==> config.mk <==
export PLATFORM = sky130hd
export DESIGN_NAME = tiny_byte_code_interpreter
export DESIGN_NICKNAME = d
export VERILOG_FILES = /design/src/sv/tbci_pkg.sv /design/src/sv/tbci_exec.sv /design/src/sv/tiny_byte_code_interpreter.sv
export SDC_FILE = /design/constraint.sdc
export NUM_CORES = 1
export LEC_CHECK = 0
export BUFFER_PORTS_ARGS = -buffer_cell sky130_fd_sc_hd__buf_2
export CAP_MARGIN = 20
export CORE_MARGIN = 10
export CORE_UTILIZATION = 55
export CTS_CLUSTER_DIAMETER = 60
export DETAILED_ROUTE_END_ITERATION = 12
export PLACE_DENSITY = 0.74
export SYNTH_ARGS = -nofsm -noshare
export SYNTH_HDL_FRONTEND = slang
export SYNTH_HIERARCHICAL = 1
export SYNTH_SLANG_ARGS = --single-unit
==> constraint.sdc <==
create_clock -name clk -period 8.22 [get_ports clk]
set_input_delay 0.822 -clock clk [delete_from_list [all_inputs] [get_ports clk]]
set_output_delay 0.822 -clock clk [all_outputs]
set_load 0.005 [all_outputs]
==> src/sv/tbci_pkg.sv <==
// Shared types, codes and decode functions for the tiny byte-code interpreter.
package tbci_pkg;

  localparam logic [7:0] OP_MOV  = 8'h05;
  localparam logic [7:0] OP_HLT  = 8'h08;
  localparam logic [7:0] OP_COPY = 8'h10;
  localparam logic [7:0] OP_INC  = 8'h0c;
  localparam logic [7:0] OP_DEC  = 8'h0d;
  localparam logic [7:0] OP_ADD  = 8'h0e;
  localparam logic [7:0] OP_SUB  = 8'h0f;

  localparam logic [7:0] REG_A0 = 8'h01;
  localparam logic [7:0] REG_D1 = 8'h04;
  localparam logic [7:0] REG_Y0 = 8'h0a;
  localparam logic [2:0] SLOT_Y0 = 3'd4;
  localparam int unsigned NUM_REGS = 5;

  localparam logic [7:0] VIDEO_LAST_REG = 8'he6;
  localparam logic [7:0] VIDEO_BASE     = 8'he7;
  localparam logic [7:0] SIGN_BIT_VALUE = 8'h80;

  localparam logic [1:0] ST_EXEC     = 2'd0;
  localparam logic [1:0] ST_HALT     = 2'd1;
  localparam logic [1:0] ST_BAD_REG  = 2'd2;
  localparam logic [1:0] ST_OVERFLOW = 2'd3;

  localparam logic [1:0] PH_OPCODE = 2'd0;
  localparam logic [1:0] PH_FIRST  = 2'd1;
  localparam logic [1:0] PH_SECOND = 2'd2;

  typedef struct packed {
    logic [1:0] status;
    logic       reg_written;
    logic [2:0] reg_index;
    logic [7:0] reg_value;
    logic       video_written;
    logic [4:0] video_index;
    logic [7:0] video_value;
  } res_t;

  typedef struct packed {
    logic [1:0] phase;
    logic [7:0] held_op;
    logic [7:0] first_op;
  } ctl_t;

  function automatic logic op_known(input logic [7:0] op);
    logic k;
    case (op)
      OP_MOV, OP_COPY, OP_ADD, OP_SUB, OP_INC, OP_DEC, OP_HLT: k = 1'b1;
      default: k = 1'b0;
    endcase
    return k;
  endfunction

  function automatic logic [1:0] op_count(input logic [7:0] op);
    logic [1:0] n;
    case (op)
      OP_MOV, OP_COPY, OP_ADD, OP_SUB: n = 2'd2;
      OP_INC, OP_DEC: n = 2'd1;
      default: n = 2'd0;
    endcase
    return n;
  endfunction

  function automatic logic reg_valid(input logic [7:0] code);
    return ((code >= REG_A0) && (code <= REG_D1)) || (code == REG_Y0);
  endfunction

  function automatic logic [2:0] reg_slot(input logic [7:0] code);
    logic [7:0] d;
    d = code - REG_A0;
    return (code == REG_Y0) ? SLOT_Y0 : d[2:0];
  endfunction

endpackage

==> src/sv/tbci_exec.sv <==
// Instruction assembly and execution logic for one program byte.
module tbci_exec (
  input  logic [7:0]     byte_in,
  input  tbci_pkg::ctl_t ctl,
  input  logic [7:0]     rd_data,
  output logic [2:0]     rd_slot,
  output tbci_pkg::ctl_t ctl_nxt,
  output logic           res_vld,
  output logic           stop,
  output tbci_pkg::res_t res
);

  logic [7:0] ex_op;
  logic [7:0] ex_a;
  logic [7:0] ex_b;
  logic       d_ok;
  logic       s_ok;
  logic [2:0] d_slot;
  logic [7:0] vid_off;

  always_comb begin
    ctl_nxt = ctl;
    res_vld = 1'b0;
    ex_op = byte_in;
    ex_a = '0;
    ex_b = '0;
    case (ctl.phase)
      tbci_pkg::PH_FIRST: begin
        if (tbci_pkg::op_count(ctl.held_op) == 2'd1) begin
          ctl_nxt.phase = tbci_pkg::PH_OPCODE;
          ex_op = ctl.held_op;
          ex_a = byte_in;
          res_vld = 1'b1;
        end else begin
          ctl_nxt.first_op = byte_in;
          ctl_nxt.phase = tbci_pkg::PH_SECOND;
        end
      end
      tbci_pkg::PH_SECOND: begin
        ctl_nxt.phase = tbci_pkg::PH_OPCODE;
        ex_op = ctl.held_op;
        ex_a = ctl.first_op;
        ex_b = byte_in;
        res_vld = 1'b1;
      end
      default: begin
        ctl_nxt.phase = tbci_pkg::PH_OPCODE;
        if (tbci_pkg::op_known(byte_in)) begin
          if (tbci_pkg::op_count(byte_in) == 2'd0) begin
            res_vld = 1'b1;
          end else begin
            ctl_nxt.held_op = byte_in;
            ctl_nxt.phase = tbci_pkg::PH_FIRST;
          end
        end
      end
    endcase
  end

  assign d_ok = tbci_pkg::reg_valid(ex_a);
  assign s_ok = tbci_pkg::reg_valid(ex_b);
  assign d_slot = tbci_pkg::reg_slot(ex_a);
  assign rd_slot = (ex_op == tbci_pkg::OP_COPY) ? tbci_pkg::reg_slot(ex_b) : d_slot;
  assign vid_off = ex_a - tbci_pkg::VIDEO_BASE;

  always_comb begin
    res = '0;
    stop = 1'b0;
    if (ex_op == tbci_pkg::OP_HLT) begin
      res.status = tbci_pkg::ST_HALT;
      stop = 1'b1;
    end else if ((ex_op == tbci_pkg::OP_MOV) && (ex_a > tbci_pkg::VIDEO_LAST_REG)) begin
      res.video_written = 1'b1;
      res.video_index = vid_off[4:0];
      res.video_value = ex_b;
    end else if (!d_ok) begin
      res.status = tbci_pkg::ST_BAD_REG;
      stop = 1'b1;
    end else begin
      res.reg_written = 1'b1;
      res.reg_index = d_slot;
      case (ex_op)
        tbci_pkg::OP_MOV: res.reg_value = ex_b;
        tbci_pkg::OP_COPY: begin
          if (!s_ok) begin
            res = '0;
            res.status = tbci_pkg::ST_BAD_REG;
            stop = 1'b1;
          end else begin
            res.reg_value = rd_data;
          end
        end
        tbci_pkg::OP_INC: res.reg_value = rd_data + 8'd1;
        tbci_pkg::OP_DEC: res.reg_value = rd_data - 8'd1;
        tbci_pkg::OP_ADD: begin
          if ((rd_data >= tbci_pkg::SIGN_BIT_VALUE) || (ex_b >= tbci_pkg::SIGN_BIT_VALUE)) begin
            res = '0;
            res.status = tbci_pkg::ST_OVERFLOW;
            stop = 1'b1;
          end else begin
            res.reg_value = rd_data + ex_b;
          end
        end
        default: res.reg_value = rd_data - ex_b;
      endcase
    end
  end

endmodule

==> src/sv/tiny_byte_code_interpreter.sv <==
// Top level of the tiny byte-code interpreter.
//
// The in_ channel carries the program one byte per transfer. Each completed
// instruction produces one transfer on the out_ channel, carrying its status
// and the register or video write that it made. Operand bytes, unknown
// opcodes and every byte after a stop produce no output transfer.
// A byte is captured in an input register, then decoded and executed
// combinationally into the output register, from which its result is offered.
// The block takes one byte every cycle while the output is not stalled; a byte
// moves from the input register whenever the output register is empty or
// being drained, so a stalled receiver backs up through in_tready after one
// further byte is held. Halt, an invalid register code or an add overflow
// stops the block: bytes are still taken but dropped until reset.
// Reset (synchronous, active low) clears the registers, the instruction
// assembly state, the stop flag and both pipeline valid flags.
module tiny_byte_code_interpreter (
  input  logic        clk,
  input  logic        rst_n,
  input  logic        in_tvalid,
  output logic        in_tready,
  input  logic [7:0]  in_tdata,   // [7:0] program_byte
  output logic        out_tvalid,
  input  logic        out_tready,
  // [1:0] status, [2] reg_written, [5:3] reg_index, [13:6] reg_value,
  // [14] video_written, [19:15] video_index, [27:20] video_value, [31:28] zero
  output logic [31:0] out_tdata
);

  logic            in_vld_r;
  logic [7:0]      in_byte_r;
  logic            out_vld_r;
  tbci_pkg::res_t  res_r;
  logic            stopped_r;
  tbci_pkg::ctl_t  ctl_r;
  logic [7:0]      regs_r [tbci_pkg::NUM_REGS];

  logic            adv;
  logic            fire;
  logic [2:0]      rd_slot;
  logic [7:0]      rd_data;
  tbci_pkg::ctl_t  ctl_nxt;
  logic            res_vld;
  logic            stop;
  tbci_pkg::res_t  res_nxt;

  assign adv = !out_vld_r || out_tready;
  assign in_tready = !in_vld_r || adv;
  assign fire = in_vld_r && adv && !stopped_r;
  assign rd_data = (rd_slot < 3'(tbci_pkg::NUM_REGS)) ? regs_r[rd_slot] : '0;

  tbci_exec u_exec (
    .byte_in (in_byte_r),
    .ctl     (ctl_r),
    .rd_data (rd_data),
    .rd_slot (rd_slot),
    .ctl_nxt (ctl_nxt),
    .res_vld (res_vld),
    .stop    (stop),
    .res     (res_nxt)
  );

  always_ff @(posedge clk) begin
    if (!rst_n) begin
      in_vld_r <= 1'b0;
    end else if (in_tready) begin
      in_vld_r <= in_tvalid;
    end
  end

  always_ff @(posedge clk) begin
    if (in_tready && in_tvalid) begin
      in_byte_r <= in_tdata;
    end
  end

  always_ff @(posedge clk) begin
    if (!rst_n) begin
      out_vld_r <= 1'b0;
      stopped_r <= 1'b0;
      ctl_r <= '0;
      for (int i = 0; i < tbci_pkg::NUM_REGS; i++) begin
        regs_r[i] <= '0;
      end
    end else begin
      if (adv) begin
        out_vld_r <= fire && res_vld;
      end
      if (fire) begin
        ctl_r <= ctl_nxt;
        if (res_vld) begin
          stopped_r <= stop;
          if (res_nxt.reg_written) begin
            regs_r[res_nxt.reg_index] <= res_nxt.reg_value;
          end
        end
      end
    end
  end

  always_ff @(posedge clk) begin
    if (fire && res_vld) begin
      res_r <= res_nxt;
    end
  end

  assign out_tvalid = out_vld_r;
  assign out_tdata = {4'b0000, res_r.video_value, res_r.video_index, res_r.video_written,
                      res_r.reg_value, res_r.reg_index, res_r.reg_written, res_r.status};

  a_stop_sticks: assert property (@(posedge clk) disable iff (!rst_n)
    stopped_r |=> stopped_r)
    else $error("stop flag cleared without reset");

  a_stop_has_result: assert property (@(posedge clk) disable iff (!rst_n)
    $rose(stopped_r) |-> (out_vld_r && (res_r.status != tbci_pkg::ST_EXEC)))
    else $error("block stopped without an error or halt result");

  a_one_write: assert property (@(posedge clk) disable iff (!rst_n)
    out_vld_r |-> !(res_r.reg_written && res_r.video_written))
    else $error("result reports both a register and a video write");

  a_err_no_write: assert property (@(posedge clk) disable iff (!rst_n)
    (out_vld_r && (res_r.status != tbci_pkg::ST_EXEC)) |->
      (!res_r.reg_written && !res_r.video_written))
    else $error("stopping result also reports a write");

  a_reg_range: assert property (@(posedge clk) disable iff (!rst_n)
    (out_vld_r && res_r.reg_written) |-> (res_r.reg_index < 3'(tbci_pkg::NUM_REGS)))
    else $error("register index out of range");

endmodule

Word level (Yosys, flattened, before mapping)
Memory sizes are Yosys's and may differ from the RTL's.
Cells that the tools add are included.

word-level totals
  memory bits (writable) = 40
  input port bits = 12
  memories = 1
  output and inout port bits = 34
  bits in registers = 57

memories
  memory  depth  bits a word  rd ports  clocked after Yosys merged registers in  write ports  RTL line                          text
  regs_r  5      8            1         0                                        5            tiny_byte_code_interpreter.sv:35  logic [7:0] regs_r [tbci_pkg::NUM_REGS];

cells by class
  magnitude comparators = 8
  bitwise logic cells = 3
  reductions and logical operators = 27
  equality and inequality tests = 24
  $add $sub $neg = 7
  multiplexer cells = 50

operators by type and width
  operator                                                               number
  8-bit by 4-bit equality test with 1-bit output, second input constant  15
  8-bit 2-to-1 mux                                                       7
  26-bit 2-to-1 mux                                                      2
  8-bit case mux with 5 select lines                                     1
  8-bit case mux with 2 select lines                                     2
  8-bit by 3-bit equality test with 1-bit output, second input constant  3
  8-bit by 5-bit equality test with 1-bit output, second input constant  3
  1-bit 2-to-1 mux                                                       17
  8-bit by 1-bit >= comparator with 1-bit output, second input constant  2
  8-bit >= comparator, second input constant                             2
  8-bit by 3-bit <= comparator with 1-bit output, second input constant  2
  14-bit 2-to-1 mux                                                      1
  13-bit 2-to-1 mux                                                      1
  3-bit 2-to-1 mux                                                       4
  6-bit 2-to-1 mux                                                       2
  2-bit case mux with 2 select lines                                     3
  6-bit case mux with 2 select lines                                     1
  10-bit 2-to-1 mux                                                      1
  2-bit 2-to-1 mux                                                       5
  9-bit 2-to-1 mux                                                       1
  8-bit by 1-bit adder with 8-bit output, second input constant          1
  8-bit adder                                                            1
  8-bit > comparator, second input constant                              1
  2-bit OR reduction                                                     4
  19 further kinds                                                       37

Depth between registers and ports, before layout
Gate-level depths: netlist of run 1.

  depth in word-level cells = 26
  gate-level depth with buffers = 28
  depth with buffers taken out = 26

Hierarchy
Netlist of run 1, hierarchy kept.

by module, submodules not included
  module                      instances  seq. area each (um^2)  cells an instance  area each (um^2)
  tiny_byte_code_interpreter  1          2,702.6                278                3,990.1
  tbci_exec                   1          0.0                    323                2,120.8

Least setup slack after synthesis of run 1
OpenSTA, ideal clock, no wires.

  path type = reg2reg
  from = register ctl_r[16] in the netlist's numbering
  to = memory regs_r[1][0], enable pin
  setup slack = 2.737 ns
  library setup time = 0.328 ns
  data required time = 7.892 ns
  stages on the path, launching flop included = 23
  arrival = 5.155 ns
  period minus slack after synthesis = 5.483 ns
  path buffers = 3
  cells stage by stage = dfxtp_1 -> inv_1 -> ha_1 -> clkbuf_1 -> clkbuf_1 -> nor2_1 -> inv_1 -> ha_1 -> or3b_2 -> a21oi_1 -> o21ai_0 -> a21oi_1 -> buf_2 -> mux2_2 -> a211o_1 -> a21oi_1 -> and3_1 -> a21oi_1 -> nor2_1 -> and2_1 -> nand2b_1 -> nor4_4 -> or2b_1

RTL lines
  what                      RTL line                          text
  start: declaration        tiny_byte_code_interpreter.sv:34  tbci_pkg::ctl_t ctl_r;
  start signal: assignment  tiny_byte_code_interpreter.sv:89  ctl_r <= ctl_nxt;
  end: declaration          tiny_byte_code_interpreter.sv:35

==> flow_metrics.py, run 1 <==
metrics = {
    "status": {
        "status": "complete, no violations",
    },
    "synth": {
        "synth.avg_cell_area_um2": 10.2,
        "synth_largest_area_cell": "edfxtp_1",
        "synth-seq-cells": 97,
        "ys_warn_count": 6,
        "synthFlopType": "edfxtp_1",
        "synth_area_um2": 6110,
        "ys_types": 79,
        "synth_top_area_frac": 0.373,
        "synthArstFlopShare": 0,
        "synth_area_leaders": "edfxtp_1, dfxtp_1, and2_1",
        "synth-edff-count": 76,
        "synthCells": 601,
        "seq_area_frac_synth": 0.442,
    },
    "clock_network": {
        "clk_latency_ns": 0.40,
        "cts-resized-gates": 0,
        "cts_tree": "built",
        "clockRootBuffer": "clkbuf_8",
        "h-tree-depth": 3,
        "clkSinkCount": 97,
        "clk_pin_slew_ns": 0.11,
        "cts_made_buffers": 9,
        "postCtsSetupBuffers": 0,
        "hold_buffers": 0,
        "clock_path_buffers": 2,
    },
    "finish": {
        "final_cell_mix": "edfxtp_1, nand2_1, and2_1",
        "mostFrequentLayoutCell": "edfxtp_1",
        "layout.nets": 666,
        "fin_cells": 773,
        "layout-drive-gt1-share": 0.156,
        "fin_area_um2": 6600,
        "num_antenna_cells": 0,
        "area_delta_synth_final_pct": 8.03,
    },
    "min_path": {
        "hp-class": "register to register",
    },
    "timing": {
        "period_minus_slack_ns": 6.38,
        "fin_tns_setup_ns": 0,
        "finalClockSkew_ns": 0.0132,
        "slew_headroom": 0.200,
        "finalSetupViolCount": 0,
        "worstMarginPinSlew_ns": 1.19,
        "max_freq_mhz": 157,
        "post-route-period-util": 0.776,
        "slew_violations": 0,
        "finalHoldViolCount": 0,
        "rsz0062_at_grt": "false",
    },
    "die": {
        "die_width_um": 125,
        "die_area_um2": 15700,
        "die_h_um": 125,
        "initial_core_util": 0.564,
        "coreArea_um2": 10800,
        "ios": 46,
        "rows": 38,
    },
    "placement": {
        "dpl.cell_count": 756,
        "place_congestion": 0.946,
        "port_buffers": 41,
        "dpl.hpwl_um": 10500,
        "place_area_um2": 6350,
    },
    "setup_path": {
        "crit_path_max_incr_delay_ns": 0.98,
        "worst_ep_required_time_ns": 8.49,
        "path_class": "register to register",
        "crit_path_cell_trace": "inv_1 -> ha_1 -> nor4_1 -> a21oi_1 -> a22oi_1 -> and2_1 -> nand2_1 -> o31ai_1 -> buf_4 -> nor3b_1 -> a221o_1 -> inv_1 -> ha_1 -> fa_1 -> nor2b_1 -> o21ai_0 -> nand2b_1 -> xnor2_1 -> a211oi_1 -> and2_1",
        "cp-start-kind": "register",
        "crit_slowest_cell": "a211oi_1",
        "endpoint_kind": "register",
        "worstPathArrival_ns": 6.64,
        "worstPathMaxFanout": 20,
    },
    "global_routing": {
        "overflow": 0,
        "grt_pass1_vias": 4585,
        "antenna_found_initial": 1,
        "grt_max_degree": 30,
        "grt_pass1_wl_um": 23600,
        "grt_use_total": 0.182,
    },
    "power_and_ir_drop": {
        "swShare": 0.262,
        "peakVddDrop_v": 0.000137,
        "power_density_nw_per_um2": 140,
        "seq_power_share": 0.599,
        "p_int_w": 0.000681,
        "combPwrFrac": 0.042,
        "clockPowerShare": 0.359,
        "p_leak_nw": 2.48,
        "power.switching_w": 0.000241,
    },
    "drt": {
        "detail_route.vias_per_cell": 6.08,
        "wl_per_cell_um": 18.7,
        "wl_um": 14500,
        "met2WireLength_um": 6640,
        "drcViolationCount": 0,
        "wl_met3_um": 1230,
        "top_layer_used": "met4",
        "detail_route.wirelength.met1_um": 6280,
        "ant_nets": 0,
        "dr.pass1.iters": 5,
        "drt_iter0_drc": 451,
        "vias": 4698,
    },
    "job": {
        "cap_violations": 0,
    },
}
[flip-flops by register name, summed over array words and instances, names as in the netlist]
name,flops
regs_r,40
ctl_r,18
out_tdata,28
in_byte_r,8
out_tvalid,1
in_vld_r,1
stopped_r,1
[stage by stage]
step	utilization	total power, W	hold WS (ns)	setup slack [ns]
floorplan	-	0.000588	0.441	2.74
CTS	0.606	0.000929	0.514	1.99
detailed placement	0.586	0.000601	0.497	2.03
global route	0.609	0.000954	0.543	1.23
global placement	0.586	0.000600	0.484	2.08
finish	0.609	0.000923	0.519	1.84
[per-layer routing]
layer | up-vias | global-route usage
met2 | 192 | 0.280
li1 | 2249 | -
met1 | 2231 | 0.242
met4 | 0 | 0.0779
met3 | 26 | 0.0414
met5 | - | 0
[cells in the mapped netlist, types with 9 or more instances]
master and instances:
ha_1 24, and2_1 50, a21boi_0 19, nand2_1 51, mux2_2 12, inv_1 23, mux2i_1 10, clkbuf_1 15
nor2_1 32, nand2b_1 12, xnor2_1 9, o21ai_0 34, nand3_1 23, nor3_1 16, nor2b_1 9, dfxtp_1 21
a21oi_1 32, edfxtp_1 76
[power by group through the flow]
stage	clock network [W]	registers, W	logic, W
floorplan	0	0.000554	0.0000332
detailed placement	0	0.000563	0.0000376
CTS	0.000339	0.000552	0.0000377
global route	0.000358	0.000554	0.0000419
finish	0.000332	0.000553	0.0000384
global placement	0	0.000563	0.0000368
[final timing paths]
kind | startpoint | to | slack [ns] | cells after the start
worst max-delay path | ctl_r[16]$_SDFFE_PN0N_ | regs_r[3][4]$_SDFFCE_PN0P_ | 1.84 | 20
worst min-delay path | ctl_r[4]$_SDFFE_PN0N_ | ctl_r[4]$_SDFFE_PN0N_ | 0.52 | 2
worst max register to register | ctl_r[16]$_SDFFE_PN0N_ | regs_r[3][4]$_SDFFCE_PN0P_ | 1.84 | 20
worst min register to register | ctl_r[4]$_SDFFE_PN0N_ | ctl_r[4]$_SDFFE_PN0N_ | 0.52 | 2
[critical path: cells and delay by family, from the launching register on]
| kind | cells | cell delay (ns) |
|---|---|---|
| simple gates | 7 | 1.96 |
| fa+ha+maj | 3 | 1.24 |
| compound gates | 6 | 2.23 |
| xor+xnor | 1 | 0.07 |
| flops | 1 | 0.37 |
| buf+inv | 3 | 0.37 |
[kinds of logic after synthesis]
kind of cell	Yosys count	share of synthesized area
muxes	22	0.0385
other	1	0.000614
AOI/OAI and AO/OA	149	0.168
buffers and inverters	58	0.0461
xor gates and xnor gates	13	0.0186
adders and majority gates	26	0.0557
DFF	97	0.442
and+or+nand+nor	235	0.230
[cell type report]
class / instances / area (µm²)
fillers: 868 / 4240
multi-input cells: 449 / 3140
flip-flops and latches: 97 / 2700
repair buffers: 47 / 270
well taps: 140 / 175
clock buffers: 9 / 124
clock inverters: 7 / 98.8
inverters: 24 / 90.1
(Power assumes the default switching activity.)
==> inputs of run 2 (changes only) <==
ABC_AREA = 1   (was not set)
CORE_UTILIZATION = 54   (was 55)
PLACE_DENSITY = 0.76   (was 0.74)
clock period = 5.8 ns   (was 8.22 ns; I/O delays follow)
==> flow_metrics.py, run 2 <==
metrics = {
    "synth": {
        "ys_types": 43,
        "synth.avg_cell_area_um2": 7.90,
        "synthTopCellsByCount": "nand2_1, nor2_1, inv_1",
        "synthFlopType": "edfxtp_1",
        "synth_area_um2": 6010,
        "synthCells": 761,
        "synthArstFlopShare": 0,
        "seq_area_frac_synth": 0.450,
        "synth-edff-count": 76,
        "synth_top_area_frac": 0.380,
        "synth-seq-cells": 97,
        "yosysMostFrequentCell": "nand2_1",
        "ys_warn_count": 6,
        "synth_largest_area_cell": "edfxtp_1",
        "synth_area_leaders": "edfxtp_1, nand2_1, nor2_1",
    },
    "power_and_ir_drop": {
        "p_leak_nw": 2.87,
        "power_density_nw_per_um2": 218,
        "peakVddDrop_v": 0.000167,
    },
    "die": {
        "ios": 46,
        "initial_core_util": 0.552,
        "rows": 38,
        "die_width_um": 126,
        "die_h_um": 126,
        "die_area_um2": 15800,
        "coreArea_um2": 10900,
    },
    "clock_network": {
        "h-tree-depth": 3,
        "clkSinkCount": 97,
        "cts_tree": "built",
        "clk_pin_slew_ns": 0.09,
        "clk_latency_ns": 0.38,
        "cts_made_buffers": 9,
        "clock_path_buffers": 2,
        "clockRootBuffer": "clkbuf_8",
    },
    "placement": {
        "port_buffers": 41,
        "place_congestion": 0.958,
        "dpl.cell_count": 930,
        "dpl.hpwl_um": 11700,
    },
    "global_routing": {
        "antenna_found_initial": 0,
        "grt_max_degree": 26,
        "grt_pass1_vias": 5027,
        "grt_pass1_wl_um": 24700,
        "overflow": 0,
        "grt_use_total": 0.190,
    },
    "setup_path": {
        "worstPathMaxFanout": 15,
        "cpMostUsedCell": "nor2_1",
        "crit_slowest_cell": "ha_1",
        "worstPathArrival_ns": 5.55,
        "crit_path_max_incr_delay_ns": 0.36,
        "endpoint_kind": "register",
        "path_delay_family": "simple AND/OR/NAND/NOR gates",
        "path_class": "register to register",
        "worst_ep_required_time_ns": 6.04,
        "cp-start-kind": "register",
        "r2r_setup_slack_ns": 0.48,
        "crit_buf_inv": 5,
    },
    "timing": {
        "rsz0062_at_grt": "false",
        "worstMarginPinSlew_ns": 0.695,
        "finalSetupViolCount": 0,
        "period_minus_slack_ns": 5.32,
        "max_freq_mhz": 188,
        "finalClockSkew_ns": 0.0173,
        "slew_violations": 0,
        "fin_hold_ws_ns": 0.379,
        "post-route-period-util": 0.917,
        "slew_headroom": 0.536,
        "fin_tns_setup_ns": 0,
        "finalHoldViolCount": 0,
    },
    "finish": {
        "fillers": 966,
        "final_cell_mix": "nand2_1, nor2_1, inv_1, edfxtp_1, nand3_1",
        "mostFrequentLayoutCell": "nand2_1",
        "layout-drive-gt1-share": 0.130,
        "area_delta_synth_final_pct": 8.83,
        "top_register": "regs_r",
        "layout.nets": 839,
        "largest_reg_flops": 40,
        "num_antenna_cells": 0,
        "fin_cells": 946,
    },
    "drt": {
        "detail_route.vias_per_cell": 5.61,
        "vias": 5305,
        "drcViolationCount": 0,
        "wl_um": 15400,
        "drt_iter0_drc": 666,
        "ant_nets": 0,
        "wl_per_cell_um": 16.2,
        "dr.pass1.iters": 6,
    },
    "job": {
        "cap_violations": 0,
    },
    "min_path": {
        "hp-class": "input port to register",
    },
    "status": {
        "status": "complete, no violations",
    },
}
[run 2: final timing paths]
check	start	endpoint	cells after the start
max	ctl_r[17]$_SDFFE_PN0N_	regs_r[2][7]$_SDFFCE_PN0P_	30
max reg2reg	ctl_r[17]$_SDFFE_PN0N_	regs_r[2][7]$_SDFFCE_PN0P_	30
min reg2reg	ctl_r[15]$_SDFFE_PN0N_	ctl_r[15]$_SDFFE_PN0N_	2
min	in_tdata[2]	in_byte_r[2]$_DFFE_PP_	1
[run 2: per-stage QoR]
step	instance area, µm²	util	total power [W]	setup WS (ns)
final	6540	0.601	0.00142	0.483
after global routing	6540	0.601	0.00149	0.00319
after CTS	6530	0.600	0.00143	0.429
after detailed placement	6350	0.583	0.00102	0.447
after global placement	6320	0.580	0.00101	0.698
after floorplan	6020	-	0.000966	1.27
[run 2: timing repair]
item                                    4_1_cts  5_1_grt
hold endpoints to repair                      0        0
hold buffers                                  0        0
endpoints found under the setup margin        0       16
gates resized for setup                       0        4
setup buffers                                 0        0
[run 2: layer usage]
| metal | GRT usage | vias to the layer above | wire (µm) |
|---|---|---|---|
| met5 | 0 | - | 0 |
| met1 | 0.261 | 2446 | 6860 |
| met3 | 0.0431 | 41 | 1440 |
| li1 | - | 2564 | - |
| met2 | 0.279 | 254 | 6590 |
| met4 | 0.0840 | 0 | 459 |
[run 2: power by group]
| part | internal (W) | total [W] | switching [W] |
|---|---|---|---|
| clock | 0.000170 | 0.000415 | 0.000245 |
| sequential | 0.000770 | 0.000788 | 0.0000188 |
| combinational | 0.0000701 | 0.000221 | 0.000150 |
[run 2: final cells by class]
class / count / area [µm²] / area share
Sequential cell: 97 / 2700 / 0.413
Timing Repair Buffer: 46 / 263 / 0.0402
Clock inverter: 5 / 38.8 / 0.00593
Inverter: 83 / 312 / 0.0476
Clock buffer: 11 / 141 / 0.0216
Multi-Input combinational cell: 564 / 2910 / 0.445
Tap cell: 140 / 175 / 0.0268
[run 2: cells by family after synthesis]
family | count (synthesis) | share of synthesized area
XOR/XNOR | 13 | 0.0189
buffers and inverters | 103 | 0.0706
AO/OA/AOI/OAI | 72 | 0.0654
adder cells (fa/ha/maj) | 26 | 0.0566
other | 1 | 0.000624
flip-flops | 97 | 0.450
AND/OR/NAND/NOR | 449 | 0.338
[run 2: worst reg2reg max path, delay by kind of cell, from the launching register on]
kind | cells | cell delay [ns]
and+or+nand+nor | 17 | 2.26
xor gates and xnor gates | 1 | 0.19
buffers and inverters | 5 | 0.67
AOI/OAI and AO/OA | 4 | 0.85
adders and majority gates | 3 | 0.87
DFF | 1 | 0.34
